### config.mk
export PLATFORM = sky130hd
export DESIGN_NAME = epoch_seconds_to_calendar_date_top
export DESIGN_NICKNAME = d
export VERILOG_FILES = /design/src/hw/rtl/epcal_pkg.sv /design/src/hw/rtl/epoch_seconds_to_calendar_date_top.sv
export SDC_FILE = /design/constraint.sdc
export NUM_CORES = 1
export LEC_CHECK = 0
export BUFFER_PORTS_ARGS = -buffer_cell sky130_fd_sc_hd__clkbuf_2
export CAP_MARGIN = 20
export CORE_AREA = 2 2 209 211
export CTS_BUF_LIST = sky130_fd_sc_hd__clkbuf_2 sky130_fd_sc_hd__clkbuf_4 sky130_fd_sc_hd__clkbuf_8
export DETAILED_ROUTE_END_ITERATION = 10
export DIE_AREA = 0 0 211 213
export PLACE_DENSITY = 0.54
export SLEW_MARGIN = 0
export SYNTH_ARGS = -nofsm -noshare
export SYNTH_HDL_FRONTEND = slang
export SYNTH_SLANG_ARGS = --single-unit
### constraint.sdc
create_clock -name clk_i -period 16 [get_ports clk_i]
set_input_delay 4 -clock clk_i [delete_from_list [all_inputs] [get_ports clk_i]]
set_output_delay 4 -clock clk_i [all_outputs]
set_load 0.05 [all_outputs]
### src/hw/rtl/epcal_pkg.sv
// Constants and small tables for the epoch-seconds to calendar-date converter.
// Depends on: nothing.
`default_nettype none

package epcal_pkg;

  localparam int unsigned STAMP_BITS_DEF = 40;

  // Divisors of the shared serial divider.
  localparam int unsigned SECS_PER_DAY   = 86400;
  localparam int unsigned SECS_PER_HOUR  = 3600;
  localparam int unsigned SECS_PER_MIN   = 60;
  localparam int unsigned DAYS_PER_ERA   = 146097;
  localparam int unsigned DAYS_PER_4Y    = 1460;
  localparam int unsigned DAYS_PER_100Y  = 36524;
  localparam int unsigned DAYS_PER_YEAR  = 365;
  localparam int unsigned YEARS_PER_ERA  = 400;

  // Days from 0000-03-01 to 1970-01-01 in the proleptic Gregorian calendar.
  localparam int unsigned DAYS_FROM_ZERO = 719468;

  // Remainder register width (largest divisor is below 2^18).
  localparam int unsigned REM_BITS = 18;
  // Dividend lengths of the narrow divisions.
  localparam int unsigned LEN_HMS  = 17;   // second of day
  localparam int unsigned LEN_MS   = 12;   // second of hour
  localparam int unsigned DOE_BITS = 18;   // day of era

  // Month index counted from March: index of January.
  localparam logic [3:0] MP_JAN = 4'd10;

  // First day of each March-based month within the year.
  function automatic logic [8:0] month_start(input logic [3:0] mp);
    logic [8:0] s;
    case (mp)
      4'd0:    s = 9'd0;
      4'd1:    s = 9'd31;
      4'd2:    s = 9'd61;
      4'd3:    s = 9'd92;
      4'd4:    s = 9'd122;
      4'd5:    s = 9'd153;
      4'd6:    s = 9'd184;
      4'd7:    s = 9'd214;
      4'd8:    s = 9'd245;
      4'd9:    s = 9'd275;
      4'd10:   s = 9'd306;
      4'd11:   s = 9'd337;
      default: s = 9'd0;
    endcase
    return s;
  endfunction

  // Whole centuries in a year of era (0..399).
  function automatic logic [1:0] cent_of(input logic [8:0] y);
    logic [1:0] c;
    if (y >= 9'd300) begin
      c = 2'd3;
    end else if (y >= 9'd200) begin
      c = 2'd2;
    end else if (y >= 9'd100) begin
      c = 2'd1;
    end else begin
      c = 2'd0;
    end
    return c;
  endfunction

endpackage

`default_nettype wire

### src/hw/rtl/epoch_seconds_to_calendar_date_top.sv
// Epoch-seconds to Gregorian calendar date converter, one bit-serial divider.
// Depends on: epcal_pkg.
//
//   channel  | direction | handshake          | payload
//   ---------+-----------+--------------------+----------------------------------------
//   command  | in        | start_i / busy_o   | epoch_seconds_i
//   result   | out       | done_o (strobe)    | cal_year_o cal_month_o cal_day_o
//            |           |                    | clock_hour_o clock_minute_o clock_second_o
//
// A beat enters at a rising edge with start_i high and busy_o low.
// One conversion keeps busy_o high while the shared restoring divider retires
// one quotient bit a cycle over seven constant divisions, followed by date
// assembly in the S_MUL, S_DOY and S_MON states.
// done_o pulses for one cycle as busy_o falls; the receiver cannot stall, and a
// new command may be taken in that same cycle.
// Reset clears the sequencer and the strobe; the data path needs none.
`default_nettype none

module epoch_seconds_to_calendar_date_top
  import epcal_pkg::*;
#(
  parameter int unsigned STAMP_BITS = STAMP_BITS_DEF
) (
  input  wire logic                  clk_i,
  input  wire logic                  rst_ni,
  input  wire logic                  start_i,
  input  wire logic [STAMP_BITS-1:0] epoch_seconds_i,
  output logic                       busy_o,
  output logic                       done_o,
  output logic [15:0]                cal_year_o,
  output logic [3:0]                 cal_month_o,
  output logic [4:0]                 cal_day_o,
  output logic [4:0]                 clock_hour_o,
  output logic [5:0]                 clock_minute_o,
  output logic [5:0]                 clock_second_o
);

  localparam int unsigned W   = STAMP_BITS;
  localparam int unsigned CW  = $clog2(W + 1);
  // Days since the epoch stay below 2^(W-16).
  localparam int unsigned DW  = W - 16;
  // Days since 0000-03-01.
  localparam int unsigned ZW  = ((DW > 20) ? DW : 20) + 1;
  localparam int unsigned RW  = REM_BITS;

  localparam logic [ZW-1:0] Z_OFFSET = ZW'(DAYS_FROM_ZERO);
  localparam logic [DOE_BITS-1:0] DOE_LAST = DOE_BITS'(DAYS_PER_ERA - 1);

  // Sequencer: one state per division, then date assembly.
  localparam logic [3:0] S_IDLE = 4'd0;
  localparam logic [3:0] S_DAY  = 4'd1;   // seconds / 86400
  localparam logic [3:0] S_HOUR = 4'd2;   // second of day / 3600
  localparam logic [3:0] S_MIN  = 4'd3;   // second of hour / 60
  localparam logic [3:0] S_ERA  = 4'd4;   // shifted day / 146097
  localparam logic [3:0] S_C4   = 4'd5;   // day of era / 1460
  localparam logic [3:0] S_C100 = 4'd6;   // day of era / 36524
  localparam logic [3:0] S_YOE  = 4'd7;   // corrected day / 365
  localparam logic [3:0] S_MUL  = 4'd8;   // start of year within era
  localparam logic [3:0] S_DOY  = 4'd9;   // day of year
  localparam logic [3:0] S_MON  = 4'd10;  // month, day, year

  logic [3:0]    state_q, state_d;
  logic [CW-1:0] cnt_q, cnt_d;
  logic          done_q, done_d;

  // Divider: dividend bits leave at the top while quotient bits enter at the bottom.
  logic [W-1:0]  dvd_q, dvd_d;
  logic [RW-1:0] rem_q, rem_d;

  logic [DW-1:0]       days_q, days_d;
  logic [15:0]         era_q, era_d;
  logic [DOE_BITS-1:0] doe_q, doe_d;
  logic [6:0]          c4_q, c4_d;
  logic [8:0]          yoe_q, yoe_d;
  logic [DOE_BITS-1:0] cum_q, cum_d;
  logic [15:0]         ybase_q, ybase_d;
  logic [8:0]          doy_q, doy_d;

  logic [15:0] year_q, year_d;
  logic [3:0]  month_q, month_d;
  logic [4:0]  day_q, day_d;
  logic [4:0]  hour_q, hour_d;
  logic [5:0]  min_q, min_d;
  logic [5:0]  sec_q, sec_d;

  // One restoring step.
  logic [RW-1:0] divisor;
  logic [RW:0]   trial;
  logic [RW:0]   diff;
  logic          q_bit;
  logic [RW-1:0] rem_nx;
  logic [W-1:0]  dvd_nx;
  logic          div_last;

  logic [ZW-1:0]       z_val;
  logic [DOE_BITS-1:0] yn_val;
  logic [3:0]          mp;

  always_comb begin
    case (state_q)
      S_DAY:   divisor = RW'(SECS_PER_DAY);
      S_HOUR:  divisor = RW'(SECS_PER_HOUR);
      S_MIN:   divisor = RW'(SECS_PER_MIN);
      S_ERA:   divisor = RW'(DAYS_PER_ERA);
      S_C4:    divisor = RW'(DAYS_PER_4Y);
      S_C100:  divisor = RW'(DAYS_PER_100Y);
      S_YOE:   divisor = RW'(DAYS_PER_YEAR);
      default: divisor = RW'(SECS_PER_DAY);
    endcase
  end

  assign trial    = {rem_q, dvd_q[W-1]};
  assign diff     = trial - {1'b0, divisor};
  assign q_bit    = (trial >= {1'b0, divisor});
  assign rem_nx   = q_bit ? diff[RW-1:0] : trial[RW-1:0];
  assign dvd_nx   = {dvd_q[W-2:0], q_bit};
  assign div_last = (cnt_q == CW'(1));

  // Shift the day count to a March-based year so the leap day falls last.
  assign z_val = {{(ZW-DW){1'b0}}, days_q} + Z_OFFSET;

  // Day of era with leap days taken out, so that /365 gives the year of era.
  always_comb begin
    yn_val = doe_q - DOE_BITS'(c4_q) + DOE_BITS'(dvd_nx[2:0]);
    if (doe_q == DOE_LAST) begin
      yn_val = yn_val - DOE_BITS'(1);
    end
  end

  // Month from March: the month starts rise, so the last one passed wins.
  always_comb begin
    mp = 4'd0;
    for (int i = 1; i < 12; i++) begin
      if (doy_q >= month_start(4'(i))) begin
        mp = 4'(i);
      end
    end
  end

  always_comb begin
    state_d = state_q;
    cnt_d   = cnt_q;
    done_d  = 1'b0;
    dvd_d   = dvd_q;
    rem_d   = rem_q;
    days_d  = days_q;
    era_d   = era_q;
    doe_d   = doe_q;
    c4_d    = c4_q;
    yoe_d   = yoe_q;
    cum_d   = cum_q;
    ybase_d = ybase_q;
    doy_d   = doy_q;
    year_d  = year_q;
    month_d = month_q;
    day_d   = day_q;
    hour_d  = hour_q;
    min_d   = min_q;
    sec_d   = sec_q;

    case (state_q)
      S_IDLE: begin
        if (start_i) begin
          dvd_d   = epoch_seconds_i;
          rem_d   = '0;
          cnt_d   = CW'(W);
          state_d = S_DAY;
        end
      end

      S_DAY, S_HOUR, S_MIN, S_ERA, S_C4, S_C100, S_YOE: begin
        // Advance one quotient bit.
        dvd_d = dvd_nx;
        rem_d = rem_nx;
        cnt_d = cnt_q - CW'(1);
        if (div_last) begin
          // Load the next division if any, left-aligned so only its bits are walked.
          rem_d = '0;
          case (state_q)
            S_DAY: begin
              days_d  = dvd_nx[DW-1:0];
              dvd_d   = {rem_nx[LEN_HMS-1:0], {(W-LEN_HMS){1'b0}}};
              cnt_d   = CW'(LEN_HMS);
              state_d = S_HOUR;
            end
            S_HOUR: begin
              hour_d  = dvd_nx[4:0];
              dvd_d   = {rem_nx[LEN_MS-1:0], {(W-LEN_MS){1'b0}}};
              cnt_d   = CW'(LEN_MS);
              state_d = S_MIN;
            end
            S_MIN: begin
              min_d   = dvd_nx[5:0];
              sec_d   = rem_nx[5:0];
              dvd_d   = {z_val, {(W-ZW){1'b0}}};
              cnt_d   = CW'(ZW);
              state_d = S_ERA;
            end
            S_ERA: begin
              // Only the low 16 bits of the era count are kept, like the 16-bit year.
              era_d   = dvd_nx[15:0];
              doe_d   = rem_nx[DOE_BITS-1:0];
              dvd_d   = {rem_nx[DOE_BITS-1:0], {(W-DOE_BITS){1'b0}}};
              cnt_d   = CW'(DOE_BITS);
              state_d = S_C4;
            end
            S_C4: begin
              c4_d    = dvd_nx[6:0];
              dvd_d   = {doe_q, {(W-DOE_BITS){1'b0}}};
              cnt_d   = CW'(DOE_BITS);
              state_d = S_C100;
            end
            S_C100: begin
              dvd_d   = {yn_val, {(W-DOE_BITS){1'b0}}};
              cnt_d   = CW'(DOE_BITS);
              state_d = S_YOE;
            end
            S_YOE: begin
              yoe_d   = dvd_nx[8:0];
              state_d = S_MUL;
            end
            default: begin
              state_d = S_IDLE;
            end
          endcase
        end
      end

      S_MUL: begin
        cum_d   = DOE_BITS'(yoe_q) * DOE_BITS'(DAYS_PER_YEAR)
                + DOE_BITS'(yoe_q >> 2) - DOE_BITS'(cent_of(yoe_q));
        ybase_d = era_q * 16'(YEARS_PER_ERA) + 16'(yoe_q);
        state_d = S_DOY;
      end

      S_DOY: begin
        doy_d   = 9'(doe_q - cum_q);
        state_d = S_MON;
      end

      S_MON: begin
        // January and February belong to the next civil year.
        if (mp >= MP_JAN) begin
          month_d = mp - 4'd9;
          year_d  = ybase_q + 16'd1;
        end else begin
          month_d = mp + 4'd3;
          year_d  = ybase_q;
        end
        day_d   = 5'(doy_q - month_start(mp) + 9'd1);
        done_d  = 1'b1;
        state_d = S_IDLE;
      end

      default: begin
        state_d = S_IDLE;
      end
    endcase
  end

  always_ff @(posedge clk_i or negedge rst_ni) begin
    if (!rst_ni) begin
      state_q <= S_IDLE;
      cnt_q   <= '0;
      done_q  <= 1'b0;
    end else begin
      state_q <= state_d;
      cnt_q   <= cnt_d;
      done_q  <= done_d;
    end
  end

  always_ff @(posedge clk_i) begin
    dvd_q   <= dvd_d;
    rem_q   <= rem_d;
    days_q  <= days_d;
    era_q   <= era_d;
    doe_q   <= doe_d;
    c4_q    <= c4_d;
    yoe_q   <= yoe_d;
    cum_q   <= cum_d;
    ybase_q <= ybase_d;
    doy_q   <= doy_d;
    year_q  <= year_d;
    month_q <= month_d;
    day_q   <= day_d;
    hour_q  <= hour_d;
    min_q   <= min_d;
    sec_q   <= sec_d;
  end

  assign busy_o         = (state_q != S_IDLE);
  assign done_o         = done_q;
  assign cal_year_o     = year_q;
  assign cal_month_o    = month_q;
  assign cal_day_o      = day_q;
  assign clock_hour_o   = hour_q;
  assign clock_minute_o = min_q;
  assign clock_second_o = sec_q;

endmodule

`default_nettype wire

==> results_dict.tcl, run 1 <==
set metrics [dict create \
    drc_errors 0 \
    holdCritPathClass "flop to flop" \
    async_flop_share_pct 5.12 \
    grt_max_degree 55 \
    routed_wl_um 39400 \
    rrSetupSlack_ns 7.31 \
    overflow 0 \
    die_area_mm2 0.0449 \
    wl_per_cell_um 18.7 \
    cts_resized 0 \
    relSlewSlack_pct 34.3 \
    final_layout_size_suffix_gt1_share_pct 12.2 \
    hold_buffers 0 \
    maxCapViolations 0 \
    timing.final.crit_share_pct 54.3 \
    vias 11277 \
    nets 1743 \
    rsz0062_at_grt "no" \
    reg2reg_to "dvd_q[39]$_DFFE_PP_" \
    crit_cells 23 \
    row_count 76 \
    hold_end "days_q[22]$_DFFE_PP_" \
    worst-setup-path-type "flop to flop" \
    chipHeight_um 213 \
    fin_hold_ws_ns 0.443 \
    cts-buffers-inserted 42 \
    dp_hpwl_um 29800 \
    drtIter0Drc 862 \
    wl_met2_um 17900 \
    syn_inst 1438 \
    ys_seq_elements 215 \
    finalHoldViolations 0 \
    p_leak_nw 6.94 \
    numPortBuffers 86 \
    crit_required_ns 16.32 \
    syn_nets 1646 \
    fillers 4179 \
    regArea_mm2 0.00640 \
    vias_per_cell 5.33 \
    cts_root_buf "clkbuf_8" \
    place.gp.congestion 0.898 \
    grt_antenna_before_repair 1 \
    worst-path-buf-inv 3 \
    max_stage_delay_ns 0.70 \
    num_antenna_cells 0 \
    min_path_cells 0 \
    worst_clock_skew_ns 0.0277 \
    synthesis.area_mm2 0.0148 \
    finalSetupViolCount 0 \
    crit_slowest_cell "nor2_1" \
    end_kind "flop" \
    grt.total_usage_pct 17.7 \
    start_kind "flop" \
    fmax_mhz 115 \
    met3_length_um 2330 \
    timing.rr.start "state_q[3]$_DFFE_PN0P_" \
    io_pins 87 \
    synth_flop_cell "edfxtp_1" \
    cts_tree "built" \
    finalSetupTns_ns 0 \
    core_mm2 0.0427 \
    min_period_ns 8.69 \
    highest_layer "met4" \
    clk_latency_ns 0.60 \
    path_common_cell "ha_1" \
    grt_pass1_wl_um 61200 \
    cp_top_family "compound AO/OA/AOI/OAI gates" \
    slew_viol_final 0 \
    clock_sinks 215 \
    yosysSeqAreaShare_pct 43.3 \
    drt_first_pass_iters 5 \
    synth-edff-count 204 \
    status "finished clean" \
    ant_nets 0 \
    met1Wirelength_um 17800 \
    hp-start "dvd_q[21]$_DFFE_PP_" \
    grt_pass1_vias 11193 \
    synth_cell_types 74 \
    clockBufferDepth 3 \
    post_cts_buffers 0 \
    ff2ff_path_depth 23 \
    arrival_ns 9.01 \
    avgSynthCellArea_um2 10.3 \
    area_delta_synth_final_pct 13.2 \
    multi_input_area_mm2 0.00760 \
    crit_fanout 23 \
    htree_levels 2 \
    yosys_warnings 0 \
    crit_chain "nand2b_1 > nor2_1 > inv_1 > ha_1 > nand3_1 > nor3_1 > a31oi_1 > o31ai_1 > a31o_2 > clkinv_1 > ha_1 > inv_1 > ha_1 > fa_1 > a21o_1 > a311o_1 > a211oi_1 > o311ai_1 > a221o_1 > or3_1 > o41a_1 > o21ai_1 > a21oi_1" \
    power_density_mw_per_mm2 110 \
    fp.dieW_um 211 \
    tightest_slew_ns 0.958 \
    initial_core_util_pct 34.6 \
    cts.clk_slew.worst_paths_ns 0.06 \
    vdd_drop_max_uv 105 \
]
synth_stat cells (all sizes together), types with 11 or more instances:
cell type	instances	area share (%)
edfxtp	204	41
inv	155	3.9
ha	136	12
nand2	105	2.7
o21ai	98	3.3
nor2	89	2.3
xnor2	77	4.6
a21oi	68	2.3
xor2	47	2.8
clkbuf	37	0.94
nor3	33	1.1
nand3	32	1.1
fa	29	3.9
a21o	28	1.4
nor2b	17	0.72
a221oi	15	0.89
a31oi	15	0.64
and3	15	0.64
nand2b	14	0.59
o22ai	13	0.55
mux2i	12	0.81
o21bai	12	0.61
or3	12	0.51
buf	11	0.36
dfrtp	11	1.9
o211ai	11	0.56
layer usage:
metal | track usage, % | vias up
met5 | 0 | -
met4 | 7.16 | 0
met3 | 3.46 | 81
met2 | 28.3 | 356
met1 | 23.5 | 5423
li1 | - | 5417
kinds of logic (layout without fill, tap and decap cells):
family | count (synthesis) | after routing | share of synthesized area [%]
muxes | 15 | 15 | 1.04
xor gates and xnor gates | 124 | 124 | 7.35
and+or+nand+nor | 360 | 360 | 11.7
adders and majority gates | 165 | 165 | 15.4
AOI/OAI and AO/OA | 354 | 354 | 15.8
DFF | 215 | 215 | 43.3
buffers and inverters | 205 | 335 | 5.29
area by class of cell:
type	count	area share [%]
clock inverter	23	1.13
tap	546	4.08
timing repair buffer	101	3.35
clock buffer	54	4.18
sequential	215	38.3
inverter	157	3.52
multi-input combinational	1018	45.5
placed cells by master, fill, tap and decap left out, drive strengths merged, types with 11 or more instances in the layout:
cell and n:
o21bai 12, nand3 32, o211ai 11, ha 136
xnor2 77, a21oi 68, and3 15, edfxtp 204
inv 157, o22ai 13, o21ai 98, nand2 105
clkinv 19, clkbuf 140, nand2b 14, buf 15
nor2b 17, dfrtp 11, a31oi 15, mux2i 12
a221oi 15, or3 12, nor2 89, xor2 47
nor3 33, fa 29, a21o 28
stage by stage:
stage	util [%]	power, mW	worst slack, ns	instance area, um^2	std cells
2_1_floorplan	-	1.08	9.20	14800	1438
3_3_place_gp	37.0	1.26	7.79	15800	2034
3_5_place_dp	37.0	1.25	7.51	15800	2035
4_1_cts	39.1	1.85	7.48	16700	2112
5_1_grt	39.2	1.93	6.81	16700	2114
6_report	39.2	1.85	7.31	16700	2114
how the worst max path moves through the flow:
stage                                      start                   to  slack (ns)
after detailed placement  state_q[3]$_DFFE_PN0P_  dvd_q[39]$_DFFE_PP_        7.51
after global placement    state_q[1]$_DFFE_PN0P_  dvd_q[39]$_DFFE_PP_        7.79
after CTS                 state_q[3]$_DFFE_PN0P_  dvd_q[39]$_DFFE_PP_        7.48
after floorplan           state_q[0]$_DFFE_PN0P_  dvd_q[39]$_DFFE_PP_        9.20
after global routing      state_q[2]$_DFFE_PN0P_  dvd_q[39]$_DFFE_PP_        6.81
final                     state_q[3]$_DFFE_PN0P_  dvd_q[39]$_DFFE_PP_        7.31
sequential cells by signal, indices dropped and copies added, names as in the netlist, 12 cells and up:
name / count
dvd_q: 40
days_q: 24
doe_q: 18
rem_q: 18
cal_year_o: 16
ybase_q: 16
era_q: 12
power by group:
group	leakage (nW)	switching, mW	total (mW)	internal (mW)
Combinational	4.33	0.346	0.525	0.179
Clock	0.467	0.251	0.588	0.336
Sequential	2.15	0.0341	0.734	0.700
No activity file was read; power rests on OpenSTA's default activity.
==> run 2: changes to the inputs <==
--- a/config.mk
+++ b/config.mk
@@ -5,12 +5,13 @@
 export SDC_FILE = /design/constraint.sdc
 export NUM_CORES = 1
 export LEC_CHECK = 0
+export ABC_AREA = 1
 export BUFFER_PORTS_ARGS = -buffer_cell sky130_fd_sc_hd__clkbuf_2
 export CAP_MARGIN = 20
-export CORE_AREA = 2 2 209 211
+export CORE_AREA = 2 2 216 218
 export CTS_BUF_LIST = sky130_fd_sc_hd__clkbuf_2 sky130_fd_sc_hd__clkbuf_4 sky130_fd_sc_hd__clkbuf_8
 export DETAILED_ROUTE_END_ITERATION = 10
-export DIE_AREA = 0 0 211 213
+export DIE_AREA = 0 0 218 220
 export PLACE_DENSITY = 0.54
 export SLEW_MARGIN = 0
 export SYNTH_ARGS = -nofsm -noshare
==> constraint.sdc (replaced) <==
create_clock -name clk_i -period 8.35 [get_ports clk_i]
set_input_delay 2.0875 -clock clk_i [delete_from_list [all_inputs] [get_ports clk_i]]
set_output_delay 2.0875 -clock clk_i [all_outputs]
set_load 0.05 [all_outputs]
==> run 2 against run 1 <==
Synthesized cell count up 31%. Count of clock-buffer cells in the layout down 2. Register-to-register slack worse by 5.1 ns. Via count up 14%. Area after synthesis up 6.6%. Power rose to 2.9 times the previous value. Design area up 5.6%. Final cell count up 25%. Setup slack worse by 5.1 ns. First-iteration DRC count down 8.6%. Critical path type unchanged. Largest power group is now combinational cells.
==> results_dict.tcl, run 2 <==
set metrics [dict create \
    hold_buffers 0 \
    vdd_drop_max_uv 291 \
    post-place-ws_ns 2.26 \
    syn_inst 1883 \
    nets 2206 \
    vias 12895 \
    power_mw 5.43 \
    cp_top_family "simple AND/OR/NAND/NOR gates" \
    finalSetupTns_ns 0 \
    wl_met2_um 20400 \
    crit_fanout 33 \
    tightest_slew_ns 1.10 \
    synthesis.area_mm2 0.0157 \
    clockBufferDepth 3 \
    multi_input_area_mm2 0.00808 \
    row_count 79 \
    grt.total_usage_pct 18.0 \
    reg2reg_to "dvd_q[34]$_DFFE_PP_" \
    timing.rr.start "state_q[3]$_DFFE_PN0P_" \
    rsz0062_at_grt "no" \
    worst-path-buf-inv 6 \
    cts_root_buf "clkbuf_8" \
    rrSetupSlack_ns 2.19 \
    yosysTopAreaCellShare_pct 38.9 \
    post_cts_buffers 0 \
    timing.final.crit_share_pct 73.7 \
    slew_viol_final 0 \
    core_mm2 0.0459 \
    finalSetupViolCount 0 \
    finish.utilization_pct 38.5 \
    p_leak_nw 8.06 \
    clock_sinks 215 \
    drtIter0Drc 788 \
    grt_antenna_before_repair 0 \
    ys_seq_elements 215 \
    clk_latency_ns 0.58 \
    final_layout_size_suffix_gt1_share_pct 10.8 \
    cts_resized 0 \
    top_regs "dvd_q: 40 flops, days_q: 24 flops" \
    synth_flop_cell "edfxtp_1" \
    fmax_mhz 162 \
    min_period_ns 6.16 \
    cts.clk_slew.worst_paths_ns 0.06 \
    synth-edff-count 204 \
    finalHoldViolations 0 \
    synth.largest_area_cell "edfxtp_1" \
    cts_tree "built" \
    io_pins 87 \
    async_flop_share_pct 5.12 \
    met1Wirelength_um 19600 \
    fillers 4771 \
    worst-setup-path-type "flop to flop" \
    ant_nets 0 \
    overflow 0 \
    chipHeight_um 220 \
    maxCapViolations 0 \
    grt_pass1_vias 12483 \
    ff2ff_path_depth 30 \
    layout_commonest_cell "nand2_1" \
    dp_hpwl_um 33900 \
    wl_per_cell_um 16.4 \
    worst_clock_skew_ns 0.0320 \
    grt_max_degree 53 \
    avgSynthCellArea_um2 8.36 \
    status "finished clean" \
    place.gp.congestion 0.926 \
    holdCritPathClass "flop to flop" \
    power_density_mw_per_mm2 307 \
    crit_required_ns 8.69 \
    yosysSeqAreaShare_pct 40.6 \
    drc_errors 0 \
    max_stage_delay_ns 0.50 \
    crit_start "state_q[3]$_DFFE_PN0P_" \
    area_delta_synth_final_pct 12.2 \
    vias_per_cell 4.89 \
    registers.top_by_ff_count "dvd_q" \
    num_antenna_cells 0 \
    crit_slowest_cell "ha_1" \
    routed_wl_um 43200 \
    arrival_ns 6.49 \
    fp.dieW_um 218 \
    drt_first_pass_iters 5 \
    largest_reg_flops 40 \
    layout_common_cells "nand2_1 (444), inv_1 (295), edfxtp_1 (204), nor2_1 (170), ha_1 (136)" \
    cts-buffers-inserted 40 \
    relSlewSlack_pct 26.4 \
    initial_core_util_pct 34.3 \
    htree_levels 2 \
    ys_top_cells_by_area "edfxtp_1 (39%), ha_1 (11%), nand2_1 (11%)" \
    yosysMostFrequentCell "nand2_1" \
    synthTopCellsByCount "nand2_1 (445), inv_1 (296), edfxtp_1 (204)" \
    yosys_warnings 0 \
    die_area_mm2 0.0480 \
    start_kind "flop" \
    end_kind "flop" \
    crit_end "dvd_q[34]$_DFFE_PP_" \
    regArea_mm2 0.00640 \
    crit_cells 30 \
    synth_cell_types 55 \
    numPortBuffers 86 \
    setup_ws_ns 2.19 \
    fin_hold_ws_ns 0.450 \
    syn_nets 2091 \
    highest_layer "met4" \
    met3_length_um 2110 \
    grt_pass1_wl_um 67000 \
]
==> run 2: changes by cell type in the layout (fill, tap and decap cells not counted), sizes merged, moves of 13 or more <==
cell | before | now
nand2b | 14 | 0
nand3b | 4 | 20
nand4 | 9 | 23
inv | 157 | 306
a221oi | 15 | 2
xnor2 | 77 | 38
nand2 | 105 | 453
and3 | 15 | 1
nor2 | 89 | 184
nor2b | 17 | 0
a21oi | 68 | 92
a21o | 28 | 0
nand3 | 32 | 129
==> run 2: metal layers <==
metal  vias up  track usage [%]
li1       6448                -
met1      6073             23.5
met2       315             30.5
met3        59             2.68
met4         0             5.67
met5         -                0
==> run 2: through the flow <==
step	cell area, um^2	std cells
3_3_place_gp	16900	2562
6_report	17700	2635
4_1_cts	17700	2634
2_1_floorplan	15700	1883
5_1_grt	17700	2635
3_5_place_dp	16900	2562
==> run 2: worst min-delay path by stage <==
| stage | start | endpoint | slack (ns) | cells past startpoint |
|---|---|---|---|---|
| floorplan | dvd_q[21]$_DFFE_PP_ | days_q[22]$_DFFE_PP_ | 0.43 | 0 |
| global placement | dvd_q[22]$_DFFE_PP_ | days_q[23]$_DFFE_PP_ | 0.44 | 0 |
| detailed placement | dvd_q[13]$_DFFE_PP_ | days_q[14]$_DFFE_PP_ | 0.44 | 0 |
| CTS | dvd_q[13]$_DFFE_PP_ | days_q[14]$_DFFE_PP_ | 0.45 | 0 |
| global route | dvd_q[20]$_DFFE_PP_ | days_q[21]$_DFFE_PP_ | 0.47 | 0 |
| finish | dvd_q[13]$_DFFE_PP_ | days_q[14]$_DFFE_PP_ | 0.45 | 0 |
==> run 2: cells by family (layout without fill, tap and decap cells) <==
family	after synthesis	count (layout)	share of synthesized area (%)
compound gates	232	232	8.56
xor+xnor	84	84	4.67
fa+ha+maj	165	165	14.5
buf+inv	332	477	8.17
flops	215	215	40.6
simple gates	855	855	23.5
==> run 2: area by class of cell <==
type                       instances  share of cell area [%]
sequential                       215                    36.2
clock buffer                      52                    3.70
inverter                         307                    6.52
multi-input combinational       1336                    45.7
tap                              607                    4.30
clock inverter                    20                   0.545
timing repair buffer              98                    2.99
==> run 2: worst register-to-register path: cells and delay by family, from the launching register on <==
kind	cells	cell delay (ns)
DFF	1	0.42
buffers and inverters	6	1.02
adders and majority gates	5	1.62
AOI/OAI and AO/OA	1	0.19
and+or+nand+nor	18	2.66
==> run 2: report_power, final <==
part | internal, mW | switching, mW | leakage, nW
combinational | 0.832 | 1.86 | 5.60
clock | 0.512 | 0.459 | 0.394
sequential | 1.60 | 0.160 | 2.07
